### src/hw/rtl/i2c_srb_pkg.sv
`timescale 1ns / 1ps

package i2c_srb_pkg;

    typedef enum logic [2:0] {
        KIND_START      = 3'd0,
        KIND_STOP       = 3'd1,
        KIND_BUS_BYTE   = 3'd2,
        KIND_BUS_TX     = 3'd3,
        KIND_LOCAL_WR   = 3'd4,
        KIND_LOCAL_RD   = 3'd5
    } kind_t;

    typedef enum logic [2:0] {
        PH_IDLE    = 3'b001,
        PH_POINTER = 3'b010,
        PH_READ    = 3'b100
    } phase_t;

    typedef struct packed {
        logic wr_lo;
        logic wr_hi;
        logic rd;
    } mem_ctl_t;

    typedef struct packed {
        logic valid;
        logic perr;
        logic byte_mode;
        logic sel_hi;
    } res_ctl_t;

endpackage

### src/hw/rtl/i2c_srb_in_if.sv
`timescale 1ns / 1ps

interface i2c_srb_in_if;
    logic        valid;
    logic        ready;
    logic [2:0]  kind;
    logic [7:0]  bus_byte;
    logic [4:0]  reg_index;
    logic [15:0] reg_value;

    modport source (output valid, kind, bus_byte, reg_index, reg_value, input ready);
    modport sink (input valid, kind, bus_byte, reg_index, reg_value, output ready);
endinterface

### src/hw/rtl/i2c_srb_out_if.sv
`timescale 1ns / 1ps

interface i2c_srb_out_if;
    logic        valid;
    logic        ready;
    logic        data_valid;
    logic [15:0] data;
    logic        pointer_error;

    modport source (output valid, data_valid, data, pointer_error, input ready);
    modport sink (input valid, data_valid, data, pointer_error, output ready);
endinterface

### src/hw/rtl/i2c_srb_ctrl.sv
`timescale 1ns / 1ps

module i2c_srb_ctrl #(
    parameter int NUM_REGS = 32,
    localparam int IDX_W = $clog2(NUM_REGS),
    localparam int POS_W = IDX_W + 1
) (
    input  logic                   clk,
    input  logic                   rst_n,
    input  logic                   en,
    input  i2c_srb_pkg::kind_t     kind,
    input  logic [7:0]             bus_byte,
    input  logic [4:0]             reg_index,
    input  logic [15:0]            reg_value,
    output i2c_srb_pkg::mem_ctl_t  mem_ctl,
    output logic [IDX_W-1:0]       addr,
    output logic [15:0]            wdata,
    output i2c_srb_pkg::res_ctl_t  res_ctl
);

    localparam logic [POS_W-1:0] LAST_POS = POS_W'(2 * NUM_REGS - 1);

    i2c_srb_pkg::phase_t phase_reg;
    i2c_srb_pkg::phase_t phase_next;
    logic                have_ptr_reg;
    logic                have_ptr_next;
    logic [POS_W-1:0]    pos_reg;
    logic [POS_W-1:0]    pos_next;
    logic [POS_W-1:0]    pos_inc;
    logic                local_ok;

    assign pos_inc  = (pos_reg == LAST_POS) ? '0 : pos_reg + 1'b1;
    assign local_ok = 32'(reg_index) < NUM_REGS;

    always_comb
    begin
        phase_next    = phase_reg;
        have_ptr_next = have_ptr_reg;
        pos_next      = pos_reg;
        mem_ctl       = '0;
        res_ctl       = '0;
        addr          = '0;
        wdata         = '0;
        case (kind)
            i2c_srb_pkg::KIND_START:
            begin
                case (phase_reg)
                    i2c_srb_pkg::PH_IDLE:
                    begin
                        have_ptr_next = 1'b0;
                        phase_next    = i2c_srb_pkg::PH_POINTER;
                    end
                    i2c_srb_pkg::PH_POINTER:
                    begin
                        phase_next = i2c_srb_pkg::PH_READ;
                    end
                    default:
                    begin
                    end
                endcase
            end
            i2c_srb_pkg::KIND_STOP:
            begin
                phase_next = i2c_srb_pkg::PH_IDLE;
            end
            i2c_srb_pkg::KIND_BUS_BYTE:
            begin
                if (phase_reg != i2c_srb_pkg::PH_IDLE)
                begin
                    if (phase_reg == i2c_srb_pkg::PH_POINTER && !have_ptr_reg)
                    begin
                        if (32'(bus_byte) >= NUM_REGS)
                        begin
                            res_ctl.perr = 1'b1;
                            phase_next   = i2c_srb_pkg::PH_IDLE;
                        end
                        else
                        begin
                            pos_next      = {IDX_W'(bus_byte), 1'b0};
                            have_ptr_next = 1'b1;
                        end
                    end
                    else
                    begin
                        mem_ctl.wr_lo = !pos_reg[0];
                        mem_ctl.wr_hi = pos_reg[0];
                        addr          = pos_reg[POS_W-1:1];
                        wdata         = {bus_byte, bus_byte};
                        pos_next      = pos_inc;
                    end
                end
            end
            i2c_srb_pkg::KIND_BUS_TX:
            begin
                if (phase_reg == i2c_srb_pkg::PH_READ)
                begin
                    mem_ctl.rd        = 1'b1;
                    addr              = pos_reg[POS_W-1:1];
                    res_ctl.valid     = 1'b1;
                    res_ctl.byte_mode = 1'b1;
                    res_ctl.sel_hi    = pos_reg[0];
                    pos_next          = pos_inc;
                end
            end
            i2c_srb_pkg::KIND_LOCAL_WR:
            begin
                if (local_ok)
                begin
                    mem_ctl.wr_lo = 1'b1;
                    mem_ctl.wr_hi = 1'b1;
                    addr          = IDX_W'(reg_index);
                    wdata         = reg_value;
                end
            end
            i2c_srb_pkg::KIND_LOCAL_RD:
            begin
                if (local_ok)
                begin
                    mem_ctl.rd    = 1'b1;
                    addr          = IDX_W'(reg_index);
                    res_ctl.valid = 1'b1;
                end
            end
            default:
            begin
            end
        endcase
    end

    always_ff @(posedge clk or negedge rst_n)
    begin
        if (!rst_n)
        begin
            phase_reg    <= i2c_srb_pkg::PH_IDLE;
            have_ptr_reg <= 1'b0;
            pos_reg      <= '0;
        end
        else if (en)
        begin
            phase_reg    <= phase_next;
            have_ptr_reg <= have_ptr_next;
            pos_reg      <= pos_next;
        end
    end

    a_pos_range: assert property (@(posedge clk) disable iff (!rst_n)
        pos_reg <= LAST_POS)
        else $error("Byte pointer left the register file.");

    a_perr_idle: assert property (@(posedge clk) disable iff (!rst_n)
        en && res_ctl.perr |=> phase_reg == i2c_srb_pkg::PH_IDLE)
        else $error("A bad index byte did not return the bank to idle.");

    a_perr_excl: assert property (@(posedge clk) disable iff (!rst_n)
        !(res_ctl.perr && (res_ctl.valid || mem_ctl.wr_lo || mem_ctl.wr_hi)))
        else $error("A bad index byte also moved data.");

endmodule

### src/hw/rtl/i2c_srb_store.sv
`timescale 1ns / 1ps

module i2c_srb_store #(
    parameter int NUM_REGS = 32,
    localparam int IDX_W = $clog2(NUM_REGS)
) (
    input  logic                  clk,
    input  logic                  rst_n,
    input  logic                  en,
    input  i2c_srb_pkg::mem_ctl_t mem_ctl,
    input  logic [IDX_W-1:0]      addr,
    input  logic [15:0]           wdata,
    output logic [15:0]           rdata
);

    // Each byte lane has its own valid bit so that an unwritten lane reads as zero.
    logic [7:0]          lo_mem [NUM_REGS];
    logic [7:0]          hi_mem [NUM_REGS];
    logic [NUM_REGS-1:0] lo_vld_reg;
    logic [NUM_REGS-1:0] hi_vld_reg;
    logic [7:0]          rd_lo_reg;
    logic [7:0]          rd_hi_reg;
    logic                rd_lo_vld_reg;
    logic                rd_hi_vld_reg;

    always_ff @(posedge clk)
    begin
        if (en && mem_ctl.wr_lo)
        begin
            lo_mem[addr] <= wdata[7:0];
        end
        if (en && mem_ctl.wr_hi)
        begin
            hi_mem[addr] <= wdata[15:8];
        end
        if (en && mem_ctl.rd)
        begin
            rd_lo_reg <= lo_mem[addr];
            rd_hi_reg <= hi_mem[addr];
        end
    end

    always_ff @(posedge clk or negedge rst_n)
    begin
        if (!rst_n)
        begin
            lo_vld_reg    <= '0;
            hi_vld_reg    <= '0;
            rd_lo_vld_reg <= 1'b0;
            rd_hi_vld_reg <= 1'b0;
        end
        else if (en)
        begin
            if (mem_ctl.wr_lo)
            begin
                lo_vld_reg[addr] <= 1'b1;
            end
            if (mem_ctl.wr_hi)
            begin
                hi_vld_reg[addr] <= 1'b1;
            end
            if (mem_ctl.rd)
            begin
                rd_lo_vld_reg <= lo_vld_reg[addr];
                rd_hi_vld_reg <= hi_vld_reg[addr];
            end
        end
    end

    assign rdata = {rd_hi_vld_reg ? rd_hi_reg : 8'h00, rd_lo_vld_reg ? rd_lo_reg : 8'h00};

endmodule

### src/hw/rtl/i2c_slave_register_bank_top.sv
`timescale 1ns / 1ps

// Register side of an I2C slave with a file of NUM_REGS 16-bit words.
// The cmd channel carries one event per beat: start, stop, received bus byte,
// transmit request, local word write or local word read. The word file is
// seen from the bus as a little-endian byte array with an auto-incrementing
// pointer that wraps over the whole file.
// Every accepted cmd beat produces exactly one rsp beat, which carries
// data_valid, data and pointer_error.
// The rsp beat is valid in the cycle after its cmd beat is accepted. Throughput
// is one beat per cycle while rsp is not stalled, set by the single read and
// write port of the word file.
// When rsp is stalled, the result waits in the output register and cmd.ready
// drops until it is taken; cmd.ready is high whenever that register is empty
// or being drained in the same cycle.
// Reset clears the bus phase, the byte pointer and the pending result, and
// every word of the file reads as zero until written; no clearing pass is
// needed, so a beat can be accepted in the first cycle after reset.
module i2c_slave_register_bank_top #(
    parameter int NUM_REGS = 32
) (
    input logic           clk,
    input logic           rst_n,
    i2c_srb_in_if.sink    cmd,
    i2c_srb_out_if.source rsp
);

    localparam int IDX_W = $clog2(NUM_REGS);

    logic                  accept;
    i2c_srb_pkg::mem_ctl_t mem_ctl;
    i2c_srb_pkg::res_ctl_t res_ctl;
    i2c_srb_pkg::res_ctl_t res_reg;
    logic [IDX_W-1:0]      addr;
    logic [15:0]           wdata;
    logic [15:0]           rdata;
    logic                  out_valid_reg;
    logic                  out_valid_next;

    assign cmd.ready = !out_valid_reg || rsp.ready;
    assign accept    = cmd.valid && cmd.ready;

    i2c_srb_ctrl #(.NUM_REGS(NUM_REGS)) u_ctrl (
        .clk       (clk),
        .rst_n     (rst_n),
        .en        (accept),
        .kind      (i2c_srb_pkg::kind_t'(cmd.kind)),
        .bus_byte  (cmd.bus_byte),
        .reg_index (cmd.reg_index),
        .reg_value (cmd.reg_value),
        .mem_ctl   (mem_ctl),
        .addr      (addr),
        .wdata     (wdata),
        .res_ctl   (res_ctl)
    );

    i2c_srb_store #(.NUM_REGS(NUM_REGS)) u_store (
        .clk     (clk),
        .rst_n   (rst_n),
        .en      (accept),
        .mem_ctl (mem_ctl),
        .addr    (addr),
        .wdata   (wdata),
        .rdata   (rdata)
    );

    always_comb
    begin
        out_valid_next = out_valid_reg;
        if (accept)
        begin
            out_valid_next = 1'b1;
        end
        else if (rsp.ready)
        begin
            out_valid_next = 1'b0;
        end
    end

    always_ff @(posedge clk or negedge rst_n)
    begin
        if (!rst_n)
        begin
            out_valid_reg <= 1'b0;
            res_reg       <= '0;
        end
        else
        begin
            out_valid_reg <= out_valid_next;
            if (accept)
            begin
                res_reg <= res_ctl;
            end
        end
    end

    assign rsp.valid         = out_valid_reg;
    assign rsp.data_valid    = res_reg.valid;
    assign rsp.pointer_error = res_reg.perr;
    assign rsp.data = !res_reg.valid ? 16'h0000 :
                      !res_reg.byte_mode ? rdata :
                      {8'h00, res_reg.sel_hi ? rdata[15:8] : rdata[7:0]};

    a_byte_high_zero: assert property (@(posedge clk) disable iff (!rst_n)
        rsp.valid && res_reg.byte_mode |-> rsp.data[15:8] == 8'h00)
        else $error("A transmitted bus byte carried nonzero high bits.");

    a_no_data_on_err: assert property (@(posedge clk) disable iff (!rst_n)
        rsp.valid && rsp.pointer_error |-> !rsp.data_valid && rsp.data == 16'h0000)
        else $error("A pointer error beat carried data.");

    a_hold_on_stall: assert property (@(posedge clk) disable iff (!rst_n)
        out_valid_reg && !rsp.ready |=> out_valid_reg && $stable(res_reg))
        else $error("A pending result changed while the receiver stalled.");

endmodule

### src/flat_wrapper.sv
// flat-port wrapper written by rule: the top's interface ports become plain ports
module i2c_slave_register_bank_top_flat 
#(
    parameter int NUM_REGS = 32
)
  (clk, rst_n, cmd_valid, cmd_kind, cmd_bus_byte, cmd_reg_index, cmd_reg_value, cmd_ready, rsp_valid, rsp_data_valid, rsp_data, rsp_pointer_error, rsp_ready);
  i2c_srb_in_if cmd_i ();
  i2c_srb_out_if rsp_i ();
  input logic clk;
  input logic rst_n;
  input wire logic [$bits(cmd_i.valid)-1:0] cmd_valid;
  input wire logic [$bits(cmd_i.kind)-1:0] cmd_kind;
  input wire logic [$bits(cmd_i.bus_byte)-1:0] cmd_bus_byte;
  input wire logic [$bits(cmd_i.reg_index)-1:0] cmd_reg_index;
  input wire logic [$bits(cmd_i.reg_value)-1:0] cmd_reg_value;
  output wire logic [$bits(cmd_i.ready)-1:0] cmd_ready;
  output wire logic [$bits(rsp_i.valid)-1:0] rsp_valid;
  output wire logic [$bits(rsp_i.data_valid)-1:0] rsp_data_valid;
  output wire logic [$bits(rsp_i.data)-1:0] rsp_data;
  output wire logic [$bits(rsp_i.pointer_error)-1:0] rsp_pointer_error;
  input wire logic [$bits(rsp_i.ready)-1:0] rsp_ready;
  assign cmd_i.valid = cmd_valid;
  assign cmd_i.kind = cmd_kind;
  assign cmd_i.bus_byte = cmd_bus_byte;
  assign cmd_i.reg_index = cmd_reg_index;
  assign cmd_i.reg_value = cmd_reg_value;
  assign cmd_ready = cmd_i.ready;
  assign rsp_valid = rsp_i.valid;
  assign rsp_data_valid = rsp_i.data_valid;
  assign rsp_data = rsp_i.data;
  assign rsp_pointer_error = rsp_i.pointer_error;
  assign rsp_i.ready = rsp_ready;
  i2c_slave_register_bank_top #(.NUM_REGS(NUM_REGS)) u_core (.clk(clk), .rst_n(rst_n), .cmd(cmd_i), .rsp(rsp_i));
endmodule
### config.mk
export PLATFORM = sky130hd
export DESIGN_NAME = i2c_slave_register_bank_top_flat
export DESIGN_NICKNAME = d
export VERILOG_FILES = /design/src/hw/rtl/i2c_srb_pkg.sv /design/src/hw/rtl/i2c_srb_in_if.sv /design/src/hw/rtl/i2c_srb_out_if.sv /design/src/hw/rtl/i2c_srb_ctrl.sv /design/src/hw/rtl/i2c_srb_store.sv /design/src/hw/rtl/i2c_slave_register_bank_top.sv /design/src/flat_wrapper.sv
export SDC_FILE = /design/constraint.sdc
export NUM_CORES = 1
export LEC_CHECK = 0
export ABC_CLOCK_PERIOD_IN_PS = 4000
export BUFFER_PORTS_ARGS = -buffer_cell sky130_fd_sc_hd__buf_2
export CELL_PAD_IN_SITES_DETAIL_PLACEMENT = 0
export CELL_PAD_IN_SITES_GLOBAL_PLACEMENT = 1
export CORE_MARGIN = 2
export CORE_UTILIZATION = 35
export CTS_CLUSTER_DIAMETER = 40
export DETAILED_ROUTE_END_ITERATION = 10
export MAX_ROUTING_LAYER = met4
export PLACE_DENSITY_LB_ADDON = 0.1
export SKIP_CTS_REPAIR_TIMING = 1
export SLEW_MARGIN = 10
export SYNTH_ARGS = -nofsm -noshare
export SYNTH_HDL_FRONTEND = slang
export SYNTH_SLANG_ARGS = --single-unit
export TNS_END_PERCENT = 1
### constraint.sdc
create_clock -name clk -period 4 [get_ports clk]
set_input_delay 0 -clock clk [delete_from_list [all_inputs] [get_ports clk]]
set_output_delay 0 -clock clk [all_outputs]
set_load 0.05 [all_outputs]
# --- Yosys cells after proc, flatten, opt, wreduce, memory -nomap -nowiden ---
# Memory sizes are Yosys's and may differ from the RTL's. A register that Yosys moved wholly into a read port is not among the register bits.
# Cells that the tools add are included.
classes:
  add_sub_neg: 1
  magnitude_cmp: 3
  eq_ne: 18
  mux: 51
  bitwise: 2
  n_reduce_logical: 22
ops:
  columns: ["op", "count"]
  rows:
  - ["$mux 16", 4]
  - ["$or 32x32->32", 2]
  - ["$pmux 16 s2", 1]
  - ["$mux 6", 5]
  - ["$mux 8", 3]
  - ["$mux 1", 18]
  - ["$mux 5", 3]
  - ["$pmux 5 s3", 1]
  - ["$ne 2x2->1 const B", 6]
  - ["$pmux 6 s2", 1]
  - ["$reduce_and 6->1", 2]
  - ["$bmux 1 s5", 2]
  - ["$eq 3x2->1 const B", 3]
  - ["$eq 3x3->1 const B", 3]
  - ["$mux 3", 3]
  - ["$pmux 3 s3", 1]
  - ["$ge 8x6->1 const B", 1]
  - ["$mux 2", 4]
  - ["$add 6x1->6 const B", 1]
  - ["$eq 3x1->1 const B", 2]
  - ["$eq 6x6->1 const B", 1]
  - ["$logic_and 1x1->1", 6]
  - ["$lt 5x6->1 const B", 1]
  - ["$ne 3x3->1 const B", 2]
  - ["other kinds (14)", 21]
totals:
  ff_bits: 81
  mem_bits_rw: 512
  inputBits: 36
  out_inout_bits: 20
  wordCells: 111
  mem_count: 2
memory_table:
  columns: ["name", "words", "width", "rd", "rd_ports_with_merged_regs", "write_ports", "line", "text"]
  rows:
  - ["u_core.u_store.hi_mem", 32, 8, 1, 1, 1, "i2c_srb_store.sv:18", "logic [7:0] hi_mem [NUM_REGS];"]
  - ["u_core.u_store.lo_mem", 32, 8, 1, 1, 1, "i2c_srb_store.sv:17", "logic [7:0] lo_mem [NUM_REGS];"]

# --- Longest topological paths before layout ---
logic_depth:
  depth_word: 10
  ltp_mapped: 14
  ltp_nobuf: 9

# --- Hierarchy ---
# From an unflattened synthesis, not the netlist that was laid out.
hier_totals:
  hier_cells: 1231
  area_unflattened_um2: 24259.5
by_module_without_submodules:
  columns: ["module", "instances", "cells_per_inst", "area_per_inst_um2"]
  rows:
  - ["i2c_srb_store", 1, 1075, 22719.3]
  - ["i2c_srb_ctrl", 1, 107, 1091.0]
  - ["i2c_slave_register_bank_top", 1, 49, 449.2]

# --- Least setup slack after synthesis ---
# OpenSTA, ideal clock, no wires.
synth_path:
  kind: "register to register"
  startpoint: "reg u_core.u_ctrl.phase_reg[0]"
  endpoint: "mem u_core.u_store.hi_mem[14][0], enable pin"
  arrival_time_ns: 2.900
  required_time_ns: 3.627
  path_slack_ns: 0.727
  path_stages_with_launch: 11
  n_path_buf: 5
  synth_period_minus_slack_ns: 3.273
  cell_sequence: "dfstp_2 nor3b_1 nor4_4 nor3_1 buf_6 buf_6 buf_6 buf_2 buf_2 nand3_1 nor2_1"
synth_via:
  elab_chain_len: 8
  elab_cells_between_ends: 14
  cone_classes: "3 x eq/ne; 9 x mux; 2 x reduce/logical"
synth_rtl:
  columns: ["item", "line", "text"]
  rows:
  - ["start: declaration", "i2c_srb_ctrl.sv:23", "i2c_srb_pkg::phase_t phase_reg;"]
  - ["start signal: assignment", "i2c_srb_ctrl.sv:134", "phase_reg <= i2c_srb_pkg::PH_IDLE;"]
  - ["start signal: assignment", "i2c_srb_ctrl.sv:140", "phase_reg <= phase_next;"]
  - ["$eq 3x2->1", "i2c_srb_ctrl.sv:70", "if (phase_reg == i2c_srb_pkg::PH_POINTER && !have_ptr_reg)"]
  - ["$logic_and 1x1->1", "i2c_srb_ctrl.sv:70", null]
  - ["$mux 2", "i2c_srb_ctrl.sv:70", null]
  - ["$mux 2", "i2c_srb_ctrl.sv:68", "if (phase_reg != i2c_srb_pkg::PH_IDLE)"]
  - ["$pmux 2 s2", "i2c_srb_ctrl.sv:44", "case (kind)"]
  - ["$logic_and 1x1->1", "i2c_srb_store.sv:32", "if (en && mem_ctl.wr_hi)"]
  - ["$mux 1", "i2c_srb_store.sv:32", null]
  - ["$mux 1 (implied by the code)", "i2c_srb_store.sv:34", "hi_mem[addr] <= wdata[15:8];"]
  - ["end: declaration", "i2c_srb_store.sv:18", null]
# Parallel ways exist; a longest one is shown, timed or not.

# --- Final worst setup path ---
layout_path:
  startpoint: "reg u_core.u_ctrl.phase_reg[0]"
  endpoint: "reg u_core.u_store.rd_hi_reg[3], read port of u_core.u_store.hi_mem (data pin)"
layout_via:
  elab_chain_len: 5
  elab_cells_between_ends: 11
  cone_classes: "3 x eq/ne; 6 x mux; 2 x reduce/logical"
layout_rtl:
  columns: ["item", "line", "text"]
  rows:
  - ["$eq 3x2->1", "i2c_srb_ctrl.sv:70", null]
  - ["$logic_and 1x1->1", "i2c_srb_ctrl.sv:70", null]
  - ["$mux 5", "i2c_srb_ctrl.sv:70", null]
  - ["$mux 5", "i2c_srb_ctrl.sv:68", null]
  - ["$pmux 5 s3", "i2c_srb_ctrl.sv:44", null]
  - ["end: declaration", "i2c_srb_store.sv:22", "logic [7:0] rd_hi_reg;"]
# Parallel ways exist; a longest one is shown, timed or not.
# A chain may end at the register's enable or synchronous reset.

==> flow_summary_export.csv <==
group,metric,value,unit
cells_and_area,nNetsFinal,1838,
logic_synthesis,syn_inst,1540,
floorplanning,dieHeight,268,um
global_route,grt_pass1_wl,113000,um
timing,clock_skew,0.0237,ns
route,drt_iter0_markers,1798,
timing,tns,0,ns
critical_path,max_stage_delay,0.59,ns
floorplanning,die_w,268,um
timing,relSlewSlack,0.344,
power_and_ir_drop,ir_drop,0.332,mV
cells_and_area,drive_gt1_frac,0.295,
cells_and_area,areaGrowthSynthToFinish,25.7,%
logic_synthesis,synth_ff_type,"edfxtp_1",
timing,slew_viol_final,0,
logic_synthesis,synth_area,24400,um^2
critical_path,rr_startpoint,"u_core.u_ctrl.phase_reg[0]$_DFFE_PN1P_",
place,pre_cts_ws,0.121,ns
clock_tree,clock-sinks,609,
critical_path,crit_fanout,25,
critical_path,worst-setup-path-type,"flip-flop to flip-flop",
logic_synthesis,yosysWarnings,0,
floorplanning,die_area,71900,um^2
power_and_ir_drop,leakagePower,0.0113,uW
power_and_ir_drop,totalPowerFinal,17200,uW
logic_synthesis,synth_top_cell_by_area,"edfxtp_1",
route,drt-vias-per-instance,5.51,
global_route,grt_pass1_vias,15600,
min_path,hold_end,"u_core.u_ctrl.phase_reg[2]$_DFFE_PN0P_",
logic_synthesis,synth_top_family_by_area,"compound AO/OA/AOI/OAI gates",
clock_tree,cts_root_buf,"clkbuf_16",
outcome,violations,"negative hold slack",
logic_synthesis,synthTopCellsByArea,"edfxtp_1 65%, dfrtp_1 8.2%, a222oi_1 4.4%",
route,routed_wl,79200,um
place,dp.cells,2615,
logic_synthesis,synth_compound_area_frac,0.111,
timing,fin_hold_ws,-0.0149,ns
min_path,min_from,"cmd_kind[1]",
critical_path,worst_path_max_delay_cell,"dfstp_2",
logic_synthesis,synth_edf_count,528,
logic_synthesis,ys_types,71,
logic_synthesis,synth.area.mux_share,0.0590,
logic_synthesis,ys_ff_latch,609,
critical_path,worstPathCellList,"nor3b_1, buf_4, nor4_4, nor3_4, buf_12, buf_4, buf_4, mux2_2, a222oi_1, buf_4, o22ai_1, or4_1",
logic_synthesis,synth.top_cell.area_share,0.649,
timing,setup_ws,0.240,ns
logic_synthesis,ys_seq_area_frac,0.732,
logic_synthesis,synth_top_cells_by_count,"528 x edfxtp_1, 107 x a222oi_1, 90 x nor2_1, 80 x dfrtp_1, 79 x nand2_1",
timing,worstMarginPinSlew,0.984,ns
global_route,antenna_found_initial,1,
route,wire_per_inst,28.1,um
timing,rsz0062_at_grt,"false",
timing,fin_crit,3.76,ns
route,vias,15500,
logic_synthesis,synth_fa_ha_area_frac,0.00154,
place,hpwl,51400,um
floorplanning,core_region_area,68800,um^2
logic_synthesis,synth_most_common_cell,"edfxtp_1",
logic_synthesis,synth-xor-area-share,0.000359,
critical_path,worst_setup_path_end_kind,"flip-flop",
place,portBuffers,55,
clock_tree,clkTransAtPathRegs,0.05,ns
timing,hold_viol_final,2,
critical_path,crit_path_frequent_cell,"buf_4",
floorplanning,ios,56,
timing,finalCritPeriodShare,0.940,
route,drcViolationCount,0,
cells_and_area,fin_cells,2817,
clock_tree,clock_path_buffers,3,
route,drt_first_pass_iters,6,
critical_path,r2r_end,"u_core.u_store.rd_hi_reg[3]$_DFFE_PP_",
logic_synthesis,avgSynthCellArea,15.9,um^2
min_path,min_path_type,"input pin to flip-flop",
cells_and_area,diodes,0,
cells_and_area,reg_top3,"u_core.u_store.hi_mem x256, u_core.u_store.lo_mem x256",
floorplanning,row_count,96,
critical_path,ff2ff_path_depth,12,
clock_tree,clk_latency,0.65,ns
floorplanning,start_util,0.355,
route,detail-route-antenna-nets,0,
critical_path,worstPathArrival,4.13,ns
global_route,grt_max_degree,66,
min_path,hold_depth,4,
power_and_ir_drop,power_density,560,nW/um^2
critical_path,r2r_setup_slack,0.24,ns
job,maxCapViolCount,0,
global_route,track_usage,0.229,
outcome,run_status,"finished, violations left",
timing,max_freq,266,MHz
timing,setup_violations,0,
logic_synthesis,syn-num-nets,1579,
global_route,grt_overflow_total,0,
logic_synthesis,synth-simple-area-share,0.0748,
logic_synthesis,synth-async-reset-ratio,0.133,
critical_path,cp-start-kind,"flip-flop",
critical_path,worstPathRequired,4.37,ns
clock_tree,h-tree-depth,3,
place,gp_congestion,0.782,
clock_tree,tritoncts,"done",
clock_tree,cts_inserted_buffers,100,
## per-stage QoR
stage	utilization	cell area (um^2)	hold slack [ns]
5_1_grt	0.446	30700	0.0299
6_report	0.446	30700	-0.0149
2_1_floorplan	-	24400	-0.296
4_1_cts	0.444	30600	-0.475
3_5_place_dp	0.393	27100	0.195
3_3_place_gp	0.393	27100	0.200
## worst max-delay path: cells and delay by family (launching register included)
family	cells	cell delay, ns
simple gates	4	0.95
flops	1	0.59
compound gates	2	0.55
buf+inv	5	1.05
mux	1	0.33
## where the power goes
part / total, uW / internal [uW] / leakage [uW] / switching (uW)
clock: 8870 / 5730 / 0.00168 / 3130
sequential: 7110 / 7010 / 0.00597 / 105
combinational: 1220 / 437 / 0.00363 / 787
## layout make-up
type	count	area [um^2]
Multi-Input combinational cell	825	6090
Clock buffer	112	2590
Fill cell	6170	38100
Tap cell	931	1160
Inverter	7	26.3
Timing Repair Buffer	256	2030
Clock inverter	77	906
Sequential cell	609	17900
## worst max path at each step
stage	startpoint	to	slack (ns)
global route	u_core.u_ctrl.phase_reg[0]$_DFFE_PN1P_	u_core.u_store.rd_hi_reg[3]$_DFFE_PP_	0.03
CTS	u_core.u_ctrl.phase_reg[0]$_DFFE_PN1P_	u_core.u_store.rd_hi_reg[3]$_DFFE_PP_	0.11
finish	u_core.u_ctrl.phase_reg[0]$_DFFE_PN1P_	u_core.u_store.rd_hi_reg[3]$_DFFE_PP_	0.24
global placement	u_core.u_ctrl.phase_reg[0]$_DFFE_PN1P_	u_core.u_store.rd_lo_reg[4]$_DFFE_PP_	0.1
floorplan	u_core.u_ctrl.phase_reg[0]$_DFFE_PN1P_	u_core.u_store.hi_mem[14][0]$_DFFE_PP_	0.73
detailed placement	u_core.u_ctrl.phase_reg[0]$_DFFE_PN1P_	u_core.u_store.rd_hi_reg[3]$_DFFE_PP_	0.12
## logic make-up (layout without fill, tap and decap cells)
kind of cell / Yosys count / in the layout
AOI/OAI and AO/OA: 339 / 339
xor gates and xnor gates: 1 / 1
adders and majority gates: 3 / 3
buffers and inverters: 106 / 452
DFF: 609 / 609
muxes: 125 / 125
and+or+nand+nor: 357 / 357
## routing by layer
metal / global-route usage / part of all wire / vias to the layer above
li1: - / - / 6807
met1: 0.298 / 0.43 / 8071
met2: 0.375 / 0.49 / 516
met3: 0.0312 / 0.054 / 127
met4: 0.0648 / 0.026 / 0
met5: - / 0 / -
## layout by cell type (no fill, tap or decap), drive strengths merged, types with 28 or more instances in the layout
cell    Yosys  layout
mux2      107     107
a21oi      40      40
a222oi    107     107
nand3      46      46
o22ai      51      51
edfxtp    528     528
nor2       90      90
or2        66      66
nand2      79      79
buf        45     243
clkbuf     54     112
clkinv      0      37
o21ai      28      28
dfrtp      80      80
Note: power is estimated with default switching activity, not from simulation.
